==> src/hw/rtl/ps2mc_pkg.sv <==
// ----------------------------------------------------------------------------
// ps2mc_pkg
// Shared types and constants for the PS/2 mouse packet cursor.
// ----------------------------------------------------------------------------
package ps2mc_pkg;

    localparam int CFG_W    = 10;
    localparam int CFG_IDX_W = 2;

    localparam logic [CFG_IDX_W-1:0] CFG_ENABLE  = 2'd0;
    localparam logic [CFG_IDX_W-1:0] CFG_X_LIMIT = 2'd1;
    localparam logic [CFG_IDX_W-1:0] CFG_Y_LIMIT = 2'd2;

    localparam int RESET_X    = 40;
    localparam int RESET_Y    = 12;
    localparam int RESET_XLIM = 79;
    localparam int RESET_YLIM = 24;

    localparam int SYNC_BIT = 3;

    typedef enum logic [2:0] {
        CNT_HEAD = 3'b001,
        CNT_DX   = 3'b010,
        CNT_DY   = 3'b100
    } t_pkt_phase;

    typedef struct packed {
        logic             enable;
        logic [CFG_W-1:0] x_limit;
        logic [CFG_W-1:0] y_limit;
    } t_cfg;

endpackage

==> src/hw/rtl/ps2_mouse_packet_cursor.sv <==
// ----------------------------------------------------------------------------
// ps2_mouse_packet_cursor
// PS/2 mouse packet decoder driving a clamped character-cell cursor.
// ----------------------------------------------------------------------------
// Takes one mouse byte per cycle. A byte enters an input register and is
// decoded from there; a new byte may enter as the held one is taken. A
// result word is loaded into the result register when the decoder takes
// the third byte of a packet, so that byte passes the input register and
// then the result register. The input side stalls only while a finished
// result waits and the output side is stalled. Packets are
// aligned on a first byte with bit 3 set; a cleared enable discards bytes and
// restarts alignment. Reset places the cursor at column 40, row 12.
module ps2_mouse_packet_cursor #(
    parameter int COORD_BITS = 10
) (
    input  logic                             i_clk,
    input  logic                             i_rst_n,
    input  logic                             i_cfg_we,
    input  logic [ps2mc_pkg::CFG_IDX_W-1:0]  i_cfg_index,
    input  logic [ps2mc_pkg::CFG_W-1:0]      i_cfg_data,
    input  logic                             i_in_valid,
    output logic                             o_in_stall,
    input  logic [7:0]                       i_rx_byte,
    output logic                             o_out_valid,
    input  logic                             i_out_stall,
    output logic [COORD_BITS-1:0]            o_x_pos,
    output logic [COORD_BITS-1:0]            o_y_pos,
    output logic                             o_left_button,
    output logic                             o_right_button,
    output logic                             o_middle_button
);

    ps2mc_pkg::t_cfg cfg;
    logic            take;
    logic            s1_valid;
    logic [7:0]      s1_byte;

    ps2mc_cfg_regs u_cfg (
        .i_clk       (i_clk),
        .i_rst_n     (i_rst_n),
        .i_cfg_we    (i_cfg_we),
        .i_cfg_index (i_cfg_index),
        .i_cfg_data  (i_cfg_data),
        .o_cfg       (cfg)
    );

    ps2mc_in_reg u_in (
        .i_clk      (i_clk),
        .i_rst_n    (i_rst_n),
        .i_in_valid (i_in_valid),
        .o_in_stall (o_in_stall),
        .i_rx_byte  (i_rx_byte),
        .i_take     (take),
        .o_valid    (s1_valid),
        .o_byte     (s1_byte)
    );

    ps2mc_decode #(
        .COORD_BITS (COORD_BITS)
    ) u_dec (
        .i_clk           (i_clk),
        .i_rst_n         (i_rst_n),
        .i_cfg           (cfg),
        .i_valid         (s1_valid),
        .i_byte          (s1_byte),
        .o_take          (take),
        .o_out_valid     (o_out_valid),
        .i_out_stall     (i_out_stall),
        .o_x_pos         (o_x_pos),
        .o_y_pos         (o_y_pos),
        .o_left_button   (o_left_button),
        .o_right_button  (o_right_button),
        .o_middle_button (o_middle_button)
    );

endmodule

==> src/hw/rtl/ps2mc_cfg_regs.sv <==
// ----------------------------------------------------------------------------
// ps2mc_cfg_regs
// Configuration registers: enable and the two cursor limits.
// ----------------------------------------------------------------------------
module ps2mc_cfg_regs (
    input  logic                             i_clk,
    input  logic                             i_rst_n,
    input  logic                             i_cfg_we,
    input  logic [ps2mc_pkg::CFG_IDX_W-1:0]  i_cfg_index,
    input  logic [ps2mc_pkg::CFG_W-1:0]      i_cfg_data,
    output ps2mc_pkg::t_cfg                  o_cfg
);

    ps2mc_pkg::t_cfg r_cfg;

    always_ff @(posedge i_clk) begin
        if (!i_rst_n) begin
            r_cfg.enable  <= 1'b1;
            r_cfg.x_limit <= ps2mc_pkg::CFG_W'(ps2mc_pkg::RESET_XLIM);
            r_cfg.y_limit <= ps2mc_pkg::CFG_W'(ps2mc_pkg::RESET_YLIM);
        end else if (i_cfg_we) begin
            unique case (i_cfg_index)
                ps2mc_pkg::CFG_ENABLE:  r_cfg.enable  <= i_cfg_data[0];
                ps2mc_pkg::CFG_X_LIMIT: r_cfg.x_limit <= i_cfg_data;
                ps2mc_pkg::CFG_Y_LIMIT: r_cfg.y_limit <= i_cfg_data;
                default: ;
            endcase
        end
    end

    assign o_cfg = r_cfg;

endmodule

==> src/hw/rtl/ps2mc_in_reg.sv <==
// ----------------------------------------------------------------------------
// ps2mc_in_reg
// Input register: holds one received byte until the decoder takes it.
// ----------------------------------------------------------------------------
module ps2mc_in_reg (
    input  logic       i_clk,
    input  logic       i_rst_n,
    input  logic       i_in_valid,
    output logic       o_in_stall,
    input  logic [7:0] i_rx_byte,
    input  logic       i_take,
    output logic       o_valid,
    output logic [7:0] o_byte
);

    logic       r_valid;
    logic       n_valid;
    logic [7:0] r_byte;
    logic       accept;

    assign o_in_stall = r_valid && !i_take;
    assign accept     = i_in_valid && !o_in_stall;

    always_comb begin
        n_valid = r_valid;
        if (accept) begin
            n_valid = 1'b1;
        end else if (i_take) begin
            n_valid = 1'b0;
        end
    end

    always_ff @(posedge i_clk) begin
        if (!i_rst_n) begin
            r_valid <= 1'b0;
        end else begin
            r_valid <= n_valid;
        end
    end

    always_ff @(posedge i_clk) begin
        if (accept) begin
            r_byte <= i_rx_byte;
        end
    end

    assign o_valid = r_valid;
    assign o_byte  = r_byte;

endmodule

==> src/hw/rtl/ps2mc_decode.sv <==
// ----------------------------------------------------------------------------
// ps2mc_decode
// Packet assembly, clamped cursor update and result register.
// ----------------------------------------------------------------------------
module ps2mc_decode #(
    parameter int COORD_BITS = 10
) (
    input  logic                  i_clk,
    input  logic                  i_rst_n,
    input  ps2mc_pkg::t_cfg       i_cfg,
    input  logic                  i_valid,
    input  logic [7:0]            i_byte,
    output logic                  o_take,
    output logic                  o_out_valid,
    input  logic                  i_out_stall,
    output logic [COORD_BITS-1:0] o_x_pos,
    output logic [COORD_BITS-1:0] o_y_pos,
    output logic                  o_left_button,
    output logic                  o_right_button,
    output logic                  o_middle_button
);

    localparam int CMAX = (1 << COORD_BITS) - 1;
    localparam int SW   = ((COORD_BITS > ps2mc_pkg::CFG_W) ? COORD_BITS
                                                           : ps2mc_pkg::CFG_W) + 2;
    localparam int X0   = (ps2mc_pkg::RESET_X > CMAX) ? CMAX : ps2mc_pkg::RESET_X;
    localparam int Y0   = (ps2mc_pkg::RESET_Y > CMAX) ? CMAX : ps2mc_pkg::RESET_Y;
    localparam logic [SW-1:0] CMAX_W = SW'(CMAX);

    ps2mc_pkg::t_pkt_phase r_count;
    ps2mc_pkg::t_pkt_phase n_count;
    logic [7:0]            r_held0;
    logic [7:0]            n_held0;
    logic [7:0]            r_held1;
    logic [7:0]            n_held1;
    logic [COORD_BITS-1:0] r_cx;
    logic [COORD_BITS-1:0] n_cx;
    logic [COORD_BITS-1:0] r_cy;
    logic [COORD_BITS-1:0] n_cy;
    logic                  fire;
    logic                  out_free;

    logic                  r_out_valid;
    logic [COORD_BITS-1:0] r_x_pos;
    logic [COORD_BITS-1:0] r_y_pos;
    logic [2:0]            r_buttons;

    logic [SW-1:0]        x_lim;
    logic [SW-1:0]        y_lim;
    logic signed [SW-1:0] x_sum;
    logic signed [SW-1:0] y_sum;
    logic [COORD_BITS-1:0] x_new;
    logic [COORD_BITS-1:0] y_new;

    assign out_free = !r_out_valid || !i_out_stall;
    assign o_take   = i_valid && out_free;

    // limits saturate at the coordinate range
    always_comb begin
        x_lim = SW'(i_cfg.x_limit);
        y_lim = SW'(i_cfg.y_limit);
        if (x_lim > CMAX_W) begin
            x_lim = CMAX_W;
        end
        if (y_lim > CMAX_W) begin
            y_lim = CMAX_W;
        end
    end

    // x adds its motion, y subtracts it
    assign x_sum = $signed(SW'(r_cx)) + SW'($signed(r_held1));
    assign y_sum = $signed(SW'(r_cy)) - SW'($signed(i_byte));

    always_comb begin
        if (x_sum < 0) begin
            x_new = '0;
        end else if (x_sum > $signed(x_lim)) begin
            x_new = x_lim[COORD_BITS-1:0];
        end else begin
            x_new = x_sum[COORD_BITS-1:0];
        end
        if (y_sum < 0) begin
            y_new = '0;
        end else if (y_sum > $signed(y_lim)) begin
            y_new = y_lim[COORD_BITS-1:0];
        end else begin
            y_new = y_sum[COORD_BITS-1:0];
        end
    end

    always_comb begin
        n_count = r_count;
        n_held0 = r_held0;
        n_held1 = r_held1;
        n_cx    = r_cx;
        n_cy    = r_cy;
        fire    = 1'b0;
        if (!i_cfg.enable) begin
            n_count = ps2mc_pkg::CNT_HEAD;
        end else begin
            unique case (r_count)
                ps2mc_pkg::CNT_HEAD: begin
                    if (i_byte[ps2mc_pkg::SYNC_BIT]) begin
                        n_held0 = i_byte;
                        n_count = ps2mc_pkg::CNT_DX;
                    end
                end
                ps2mc_pkg::CNT_DX: begin
                    n_held1 = i_byte;
                    n_count = ps2mc_pkg::CNT_DY;
                end
                ps2mc_pkg::CNT_DY: begin
                    n_count = ps2mc_pkg::CNT_HEAD;
                    n_cx    = x_new;
                    n_cy    = y_new;
                    fire    = 1'b1;
                end
                default: begin
                    n_count = ps2mc_pkg::CNT_HEAD;
                end
            endcase
        end
    end

    always_ff @(posedge i_clk) begin
        if (!i_rst_n) begin
            r_count     <= ps2mc_pkg::CNT_HEAD;
            r_cx        <= X0[COORD_BITS-1:0];
            r_cy        <= Y0[COORD_BITS-1:0];
            r_out_valid <= 1'b0;
        end else begin
            if (o_take) begin
                r_count <= n_count;
                r_cx    <= n_cx;
                r_cy    <= n_cy;
            end
            if (out_free) begin
                r_out_valid <= o_take && fire;
            end
        end
    end

    always_ff @(posedge i_clk) begin
        if (o_take) begin
            r_held0 <= n_held0;
            r_held1 <= n_held1;
        end
        if (o_take && fire) begin
            r_x_pos   <= n_cx;
            r_y_pos   <= n_cy;
            r_buttons <= r_held0[2:0];
        end
    end

    assign o_out_valid     = r_out_valid;
    assign o_x_pos         = r_x_pos;
    assign o_y_pos         = r_y_pos;
    assign o_left_button   = r_buttons[0];
    assign o_right_button  = r_buttons[1];
    assign o_middle_button = r_buttons[2];

endmodule

==> config.mk <==
export PLATFORM = sky130hd
export DESIGN_NAME = ps2_mouse_packet_cursor
export DESIGN_NICKNAME = d
export VERILOG_FILES = /design/src/hw/rtl/ps2mc_pkg.sv /design/src/hw/rtl/ps2_mouse_packet_cursor.sv /design/src/hw/rtl/ps2mc_cfg_regs.sv /design/src/hw/rtl/ps2mc_in_reg.sv /design/src/hw/rtl/ps2mc_decode.sv
export SDC_FILE = /design/constraint.sdc
export NUM_CORES = 1
export LEC_CHECK = 0
export ABC_AREA = 1
export BUFFER_PORTS_ARGS = -buffer_cell sky130_fd_sc_hd__buf_2
export CORE_ASPECT_RATIO = 0.5
export CORE_MARGIN = 2
export CORE_UTILIZATION = 30
export DETAILED_ROUTE_END_ITERATION = 7
export SKIP_CTS_REPAIR_TIMING = 1
export SLEW_MARGIN = 20
export SYNTH_ARGS = -nofsm -noshare
export SYNTH_HDL_FRONTEND = slang
export SYNTH_SLANG_ARGS = --single-unit
export TNS_END_PERCENT = 1
==> constraint.sdc <==
create_clock -name i_clk -period 4.4 [get_ports i_clk]
set_clock_uncertainty 0.05 [all_clocks]
set_input_delay 0.22 -clock i_clk [delete_from_list [all_inputs] [get_ports i_clk]]
set_output_delay 0.22 -clock i_clk [all_outputs]
set_load 0.05 [all_outputs]
==> results of run 1 <==
flip-flops by register name (all words and copies together), names as in the netlist:
signal	count
u_dec.r_cy	10
u_in.o_valid	1
u_dec.o_out_valid	1
u_dec.o_x_pos	10
u_dec.r_count	3
u_dec.r_held0	3
u_dec.r_held1	8
u_dec.r_cx	10
u_cfg.o_cfg	21
u_in.o_byte	8
u_dec.r_buttons	3
u_dec.o_y_pos	10
final timing paths:
kind	startpoint	endpoint	cells past startpoint
min	i_rx_byte[6]	u_in.o_byte[6]	1
max reg2reg	u_in.o_byte[0]	u_dec.r_cy[6]	16
min reg2reg	u_dec.r_held0[2]	u_dec.r_buttons[2]	0
max	u_in.o_byte[0]	u_dec.r_cy[6]	16
metrics by stage:
| step | hold WS (ns) | instance area, sq um | cells | total power, mW | util, % |
|---|---|---|---|---|---|
| final | 0.00643 | 6060 | 917 | 1.88 | 35.1 |
| after global routing | 0.00210 | 6060 | 917 | 1.97 | 35.1 |
| after CTS | -0.00142 | 6010 | 912 | 1.89 | 34.8 |
| after detailed placement | 0.349 | 5720 | 896 | 1.14 | 33.1 |
| after global placement | 0.347 | 5720 | 896 | 1.13 | 33.1 |
| after floorplan | 0.269 | 5250 | 627 | 1.08 | - |
cell type report:
| cell class | instances | area share [%] |
|---|---|---|
| Inverter | 101 | 6.26 |
| Tap cell | 234 | 4.83 |
| Multi-Input combinational cell | 421 | 42.9 |
| Clock inverter | 6 | 0.991 |
| Clock buffer | 10 | 3.78 |
| Timing Repair Buffer | 57 | 5.25 |
| Sequential cell | 88 | 36.0 |
cell usage after synthesis, types with 2 or more instances:
library cell and count:
nand2_1 140, inv_1 92, a21oi_1 54, dfxtp_1 46
edfxtp_1 42, ha_1 42, nand3_1 31, nand4_1 22
nand3_2 21, nor2_1 20, o21ai_0 18, nand2_2 12
clkbuf_1 10, o211ai_1 10, xor2_1 9, xnor2_1 8
inv_2 5, o21bai_1 5, buf_6 4, clkinv_1 4
nor3_1 4, a211oi_1 3, a31o_2 3, buf_2 3
a21oi_2 2, fa_1 2, nor2_2 2, nor2_4 2
o21ai_1 2
layer usage:
layer / routed length, microns / global-route usage (%)
met4: 251 / 5.15
met2: 6170 / 24.5
met3: 578 / 2.60
met5: 0 / 0
met1: 6070 / 18.9
critical path: cells and delay by family (launching register included):
kind | cells | cell delay (ns)
flip-flops | 1 | 0.37
buffers and inverters | 3 | 0.18
XOR/XNOR | 1 | 0.16
adder cells (fa/ha/maj) | 3 | 0.84
AND/OR/NAND/NOR | 4 | 0.60
AO/OA/AOI/OAI | 5 | 1.34
placed cells by master, fill, tap and decap left out, drive strengths merged:
cell type / Yosys / routed
dlygate4sd3: 0 / 5
o211ai: 11 / 11
nand4: 22 / 22
clkbuf: 10 / 10
edfxtp: 42 / 42
xor2: 9 / 9
o21ai: 20 / 20
clkinv: 4 / 8
nand2: 152 / 152
dfxtp: 46 / 46
nand3: 52 / 52
a221o: 1 / 1
a41oi: 1 / 1
nor4: 1 / 1
a31o: 3 / 3
inv: 97 / 97
a21oi: 56 / 56
bufinv: 0 / 1
nor2: 24 / 24
nor3: 5 / 5
a31oi: 2 / 2
buf: 7 / 52
clkinvlp: 0 / 1
xnor2: 8 / 8
a21o: 1 / 1
fa: 2 / 2
a211oi: 3 / 3
ha: 42 / 42
nor3b: 1 / 1
o21bai: 5 / 5
power breakdown:
part | internal, mW | total (mW) | switching, mW | leakage, nW
Clock | 0.437 | 0.757 | 0.319 | 0.140
Combinational | 0.0811 | 0.235 | 0.153 | 1.83
Sequential | 0.877 | 0.889 | 0.0118 | 0.788
logic make-up (layout without fill, tap and decap cells):
logic type      count (synthesis)  after routing
buf+inv                       118            174
simple gates                  257            257
fa+ha+maj                      44             44
xor+xnor                       17             17
compound gates                103            103
flops                          88             88
==> results.json, run 1 <==
{
  "area_growth_pct": 15.3,
  "startpoint_type": "flip-flop",
  "slew_viol_final": 0,
  "ios": 50,
  "diodes": 0,
  "dr.pass1.iters": 5,
  "crit_top_cell": "inv_1",
  "hold_viol_final": 0,
  "slowest_delay_ns": 0.49,
  "max_freq_mhz": 274,
  "status": "finished clean",
  "die_w_microns": 191,
  "endpoint_kind": "flip-flop",
  "synthSimpleGateAreaFrac_pct": 23.9,
  "synthMuxAreaShare_pct": 0,
  "synth_area_sq_um": 5250,
  "synth.top_cell.area_share_pct": 24.0,
  "grt_max_degree": 26,
  "yosysSeqAreaShare_pct": 41.5,
  "ys_async_sr_fraction_pct": 0,
  "clockBufferDepth": 2,
  "wire_per_inst_microns": 14.2,
  "syn_inst": 627,
  "critPathKind": "flip-flop to flip-flop",
  "drive_gt1_share_pct": 17.3,
  "yosys-top-cells-area": "edfxtp_1 (24%), dfxtp_1 (18%), ha_1 (10%)",
  "route.detailed.drc": 0,
  "synth_top_area_cell": "edfxtp_1",
  "numPortBuffers": 49,
  "viasPerCell": 4.70,
  "ys_seq_elements": 88,
  "cts_tree": "done",
  "power_density_nw_per_um2": 310,
  "routabilityCongestion": 0.898,
  "grt_pass1_vias": 4190,
  "coreArea_sq_um": 17300,
  "syn_area_per_cell_sq_um": 8.38,
  "first_iter_violations": 189,
  "cp.required_ns": 4.61,
  "finalWirelength_microns": 13100,
  "numClockSinks": 88,
  "r2r_slack_ns": 0.75,
  "n_fill_cell": 1794,
  "crit_chain": "ha_1 > inv_1 > fa_1 > a31oi_1 > o21ai_0 > a31o_2 > xor2_1 > inv_1 > ha_1 > nand2_1 > inv_1 > a41oi_2 > nand2_2 > nand2_1 > nand4_1 > a21oi_1",
  "worst_path_max_delay_cell": "a41oi_2",
  "synth_compound_area_share_pct": 11.9,
  "syn_nets": 696,
  "rsz0062_at_grt": "no",
  "hpwlAfterDp_microns": 9670,
  "path_clk_slew_ns": 0.06,
  "vias": 4306,
  "regArea_sq_um": 2180,
  "setup_violations": 0,
  "crit_fanout": 11,
  "synth_xor_xnor_area_share_pct": 2.83,
  "dieArea_sq_um": 18700,
  "cts_inserted_buffers": 9,
  "grt_use_total_pct": 14.6,
  "insertion_delay_ns": 0.34,
  "hold_path_class": "primary input to flip-flop",
  "synth_edf_count": 42,
  "synth_adder_area_share_pct": 10.8,
  "layout_setup_ws_ns": 0.753,
  "cts_max_level": 3,
  "grt_remaining_overflow": 0,
  "synth_cell_types": 38,
  "p_leak_nw": 2.76,
  "timing.final.crit_share_pct": 82.9,
  "maxCapViolations": 0,
  "cp_data_arrival_time_ns": 3.86,
  "place_ws_ns": 0.829,
  "synthFlopType": "dfxtp_1",
  "antenna_left": 0,
  "tns_ns": 0,
  "fin_nets": 747,
  "antenna_found_initial": 0,
  "clock-root-buffer": "clkbuf_16",
  "grt_first_pass_wirelength_microns": 21200,
  "worstMarginPinSlew_ns": 0.996,
  "vdd_drop_max_uv": 157,
  "fin_crit_ns": 3.65,
  "synth_top_family_by_area": "simple AND/OR/NAND/NOR gates",
  "initial_core_util_pct": 30.4,
  "rows": 34,
  "yosys_warnings": 0,
  "maxSlewHeadroom_pct": 33.1,
  "multi_input_comb_area_sq_um": 2600,
  "die_y_microns": 97.6
}
Note: power is estimated with default switching activity, not from simulation.
==> inputs of run 2 (changes only) <==
==> constraint.sdc (replaced) <==
create_clock -name i_clk -period 3.1 [get_ports i_clk]
set_clock_uncertainty 0.05 [all_clocks]
set_input_delay 0.155 -clock i_clk [delete_from_list [all_inputs] [get_ports i_clk]]
set_output_delay 0.155 -clock i_clk [all_outputs]
set_load 0.05 [all_outputs]
==> run 2 against run 1 <==
The flow now finishes with violations (setup timing). Die area is the same. Clock-buffer cell count shrank 1. Final cell count up 6.1%. Clock power is 49% higher. Critical path depth rose by 3. Routed wire length up 5.0%. Utilization grew 3.5 points. Largest cell class unchanged. Sequential cell count is the same. Setup slack worse by 0.78 ns. Total power rose by 49%. Fmax is 17% higher.
==> results.json, run 2 (synthesis results as in run 1) <==
{
  "clockBufferDepth": 2,
  "hold_path_class": "primary input to flip-flop",
  "grt_use_total_pct": 14.9,
  "dr.pass1.iters": 4,
  "path_delay_family": "adder cells",
  "hp-start": "i_cfg_data[6]",
  "startpoint_type": "flip-flop",
  "worst_path_max_delay_cell": "fa_2",
  "pwr-share-comb_pct": 15.1,
  "final_common_cell": "nand2_1",
  "crit_chain": "inv_1 > ha_1 > inv_1 > fa_2 > a31oi_4 > o21ai_2 > buf_4 > xor2_2 > ha_1 > nand2_1 > nor2_1 > a211oi_2 > o211ai_1 > inv_2 > nand2_4 > buf_6 > nand3_1 > nand3_1 > nand2_1",
  "grt_remaining_overflow": 0,
  "final_cell_mix": "nand2_1 (138), inv_1 (91), buf_4 (52), buf_2 (49), a21oi_1 (48)",
  "critPathKind": "flip-flop to flip-flop",
  "dieArea_sq_um": 18700,
  "first_iter_violations": 251,
  "r2r_slack_ns": -0.03,
  "grt_max_degree": 26,
  "rows": 34,
  "worstMarginPinSlew_ns": 0.668,
  "hpwlAfterDp_microns": 10400,
  "routabilityCongestion": 0.850,
  "cts_tree": "done",
  "dp_cells": 946,
  "hold_depth": 3,
  "vias": 4445,
  "net-switching-power_mw": 0.757,
  "insertion_delay_ns": 0.35,
  "finalWirelength_microns": 13700,
  "clock-root-buffer": "clkbuf_16",
  "numClockSinks": 88,
  "n_fill_cell": 1791,
  "area_growth_pct": 27.0,
  "timing.final.crit_share_pct": 101,
  "rr_worst_depth": 19,
  "clkPwrFrac_pct": 40.1,
  "grt_pass1_vias": 4153,
  "rsz0062_at_grt": "yes",
  "fin_nets": 803,
  "largest_reg_flops": 21,
  "numPortBuffers": 49,
  "maxSlewHeadroom_pct": 55.3,
  "setup_violations": 8,
  "wire_per_inst_microns": 14.1,
  "die_w_microns": 191,
  "die_y_microns": 97.6,
  "slowest_delay_ns": 0.41,
  "slew_viol_final": 0,
  "hold_viol_final": 0,
  "viasPerCell": 4.57,
  "multi_input_comb_area_sq_um": 2750,
  "rr_startpoint": "u_dec.r_cy[0]",
  "critical_path_buf_inv_count": 5,
  "max_freq_mhz": 320,
  "endpoint_kind": "flip-flop",
  "layout_setup_ws_ns": -0.0297,
  "maxCapViolations": 0,
  "antenna_found_initial": 0,
  "place_area_sq_um": 6090,
  "p_leak_nw": 3.06,
  "grt_first_pass_wirelength_microns": 21500,
  "min_to": "u_cfg.o_cfg[16]",
  "finalCoreUtilization_pct": 38.6,
  "fin_crit_ns": 3.13,
  "diodes": 0,
  "violations": "setup timing",
  "startpoint": "u_dec.r_cy[0]",
  "route.detailed.drc": 0,
  "coreArea_sq_um": 17300,
  "vdd_drop_max_uv": 220,
  "design_area_sq_um": 6670,
  "cts_max_level": 3,
  "status": "finished with violations",
  "seqPwrFrac_pct": 44.8,
  "tns_ns": -0.0916,
  "initial_core_util_pct": 30.4,
  "cp_data_arrival_time_ns": 3.18,
  "path_clk_slew_ns": 0.07,
  "drive_gt1_share_pct": 26.7,
  "crit_fanout": 8,
  "antenna_left": 0,
  "netSwitchingFraction_pct": 26.9,
  "cp.required_ns": 3.15,
  "ios": 50,
  "regArea_sq_um": 2180,
  "power_density_nw_per_um2": 421,
  "rr_endpoint": "u_dec.o_y_pos[6]",
  "cts_inserted_buffers": 9,
  "p_int_mw": 2.05,
  "stdcell_count": 973
}
[run 2: worst max-delay path by stage]
stage / endpoint / slack (ns) / cells after the start
final: u_dec.o_y_pos[6] / -0.03 / 19
after global routing: u_dec.o_y_pos[7] / -0.22 / 18
after CTS: u_dec.o_y_pos[0] / -0.25 / 19
after detailed placement: u_dec.o_y_pos[9] / -0.23 / 19
after global placement: u_dec.o_y_pos[0] / -0.18 / 18
after floorplan: u_dec.r_cy[0] / 0.05 / 9
[run 2: layout make-up]
cell class | count | share of cell area, %
well taps | 234 | 4.39
clock buffers | 9 | 3.38
multi-input cells | 421 | 41.2
clock inverters | 7 | 1.18
inverters | 101 | 5.68
flip-flops and latches | 88 | 32.7
repair buffers | 113 | 11.5
[run 2: metrics by stage]
stage | hold WS [ns] | setup WS [ns] | total power, mW
2_1_floorplan | 0.204 | 0.0459 | 1.53
3_3_place_gp | 0.282 | -0.177 | 1.65
3_5_place_dp | 0.283 | -0.233 | 1.66
4_1_cts | -0.0777 | -0.251 | 2.78
5_1_grt | 0.0231 | -0.219 | 2.92
6_report | 0.0161 | -0.0297 | 2.81
[run 2: worst reg2reg max path, stage by stage, from the launching register on]
cell      delay [ns]
dfxtp_1         0.31
inv_1           0.07
ha_1            0.14
inv_1           0.07
fa_2            0.42
a31oi_4         0.20
o21ai_2         0.08
buf_4           0.15
xor2_2          0.14
ha_1            0.26
nand2_1         0.07
nor2_1          0.14
a211oi_2        0.05
o211ai_1        0.18
inv_2           0.06
nand2_4         0.15
buf_6           0.12
nand3_1         0.08
nand3_1         0.10
nand2_1         0.05
[run 2: power by group through the flow]
stage / sequential [mW] / clock, mW / combinational, mW
finish: 1.26 / 1.13 / 0.425
global route: 1.26 / 1.19 / 0.471
CTS: 1.26 / 1.15 / 0.375
detailed placement: 1.28 / 0 / 0.373
global placement: 1.28 / 0 / 0.366
floorplan: 1.28 / 0 / 0.244
[run 2: per-layer routing]
| layer | GRT usage [%] | vias to the layer above | wire length [microns] |
|---|---|---|---|
| li1 | - | 2317 | - |
| met1 | 19.4 | 2053 | 6550 |
| met2 | 25.2 | 65 | 6530 |
| met3 | 2.60 | 10 | 473 |
| met4 | 4.32 | 0 | 159 |
| met5 | 0 | - | 0 |
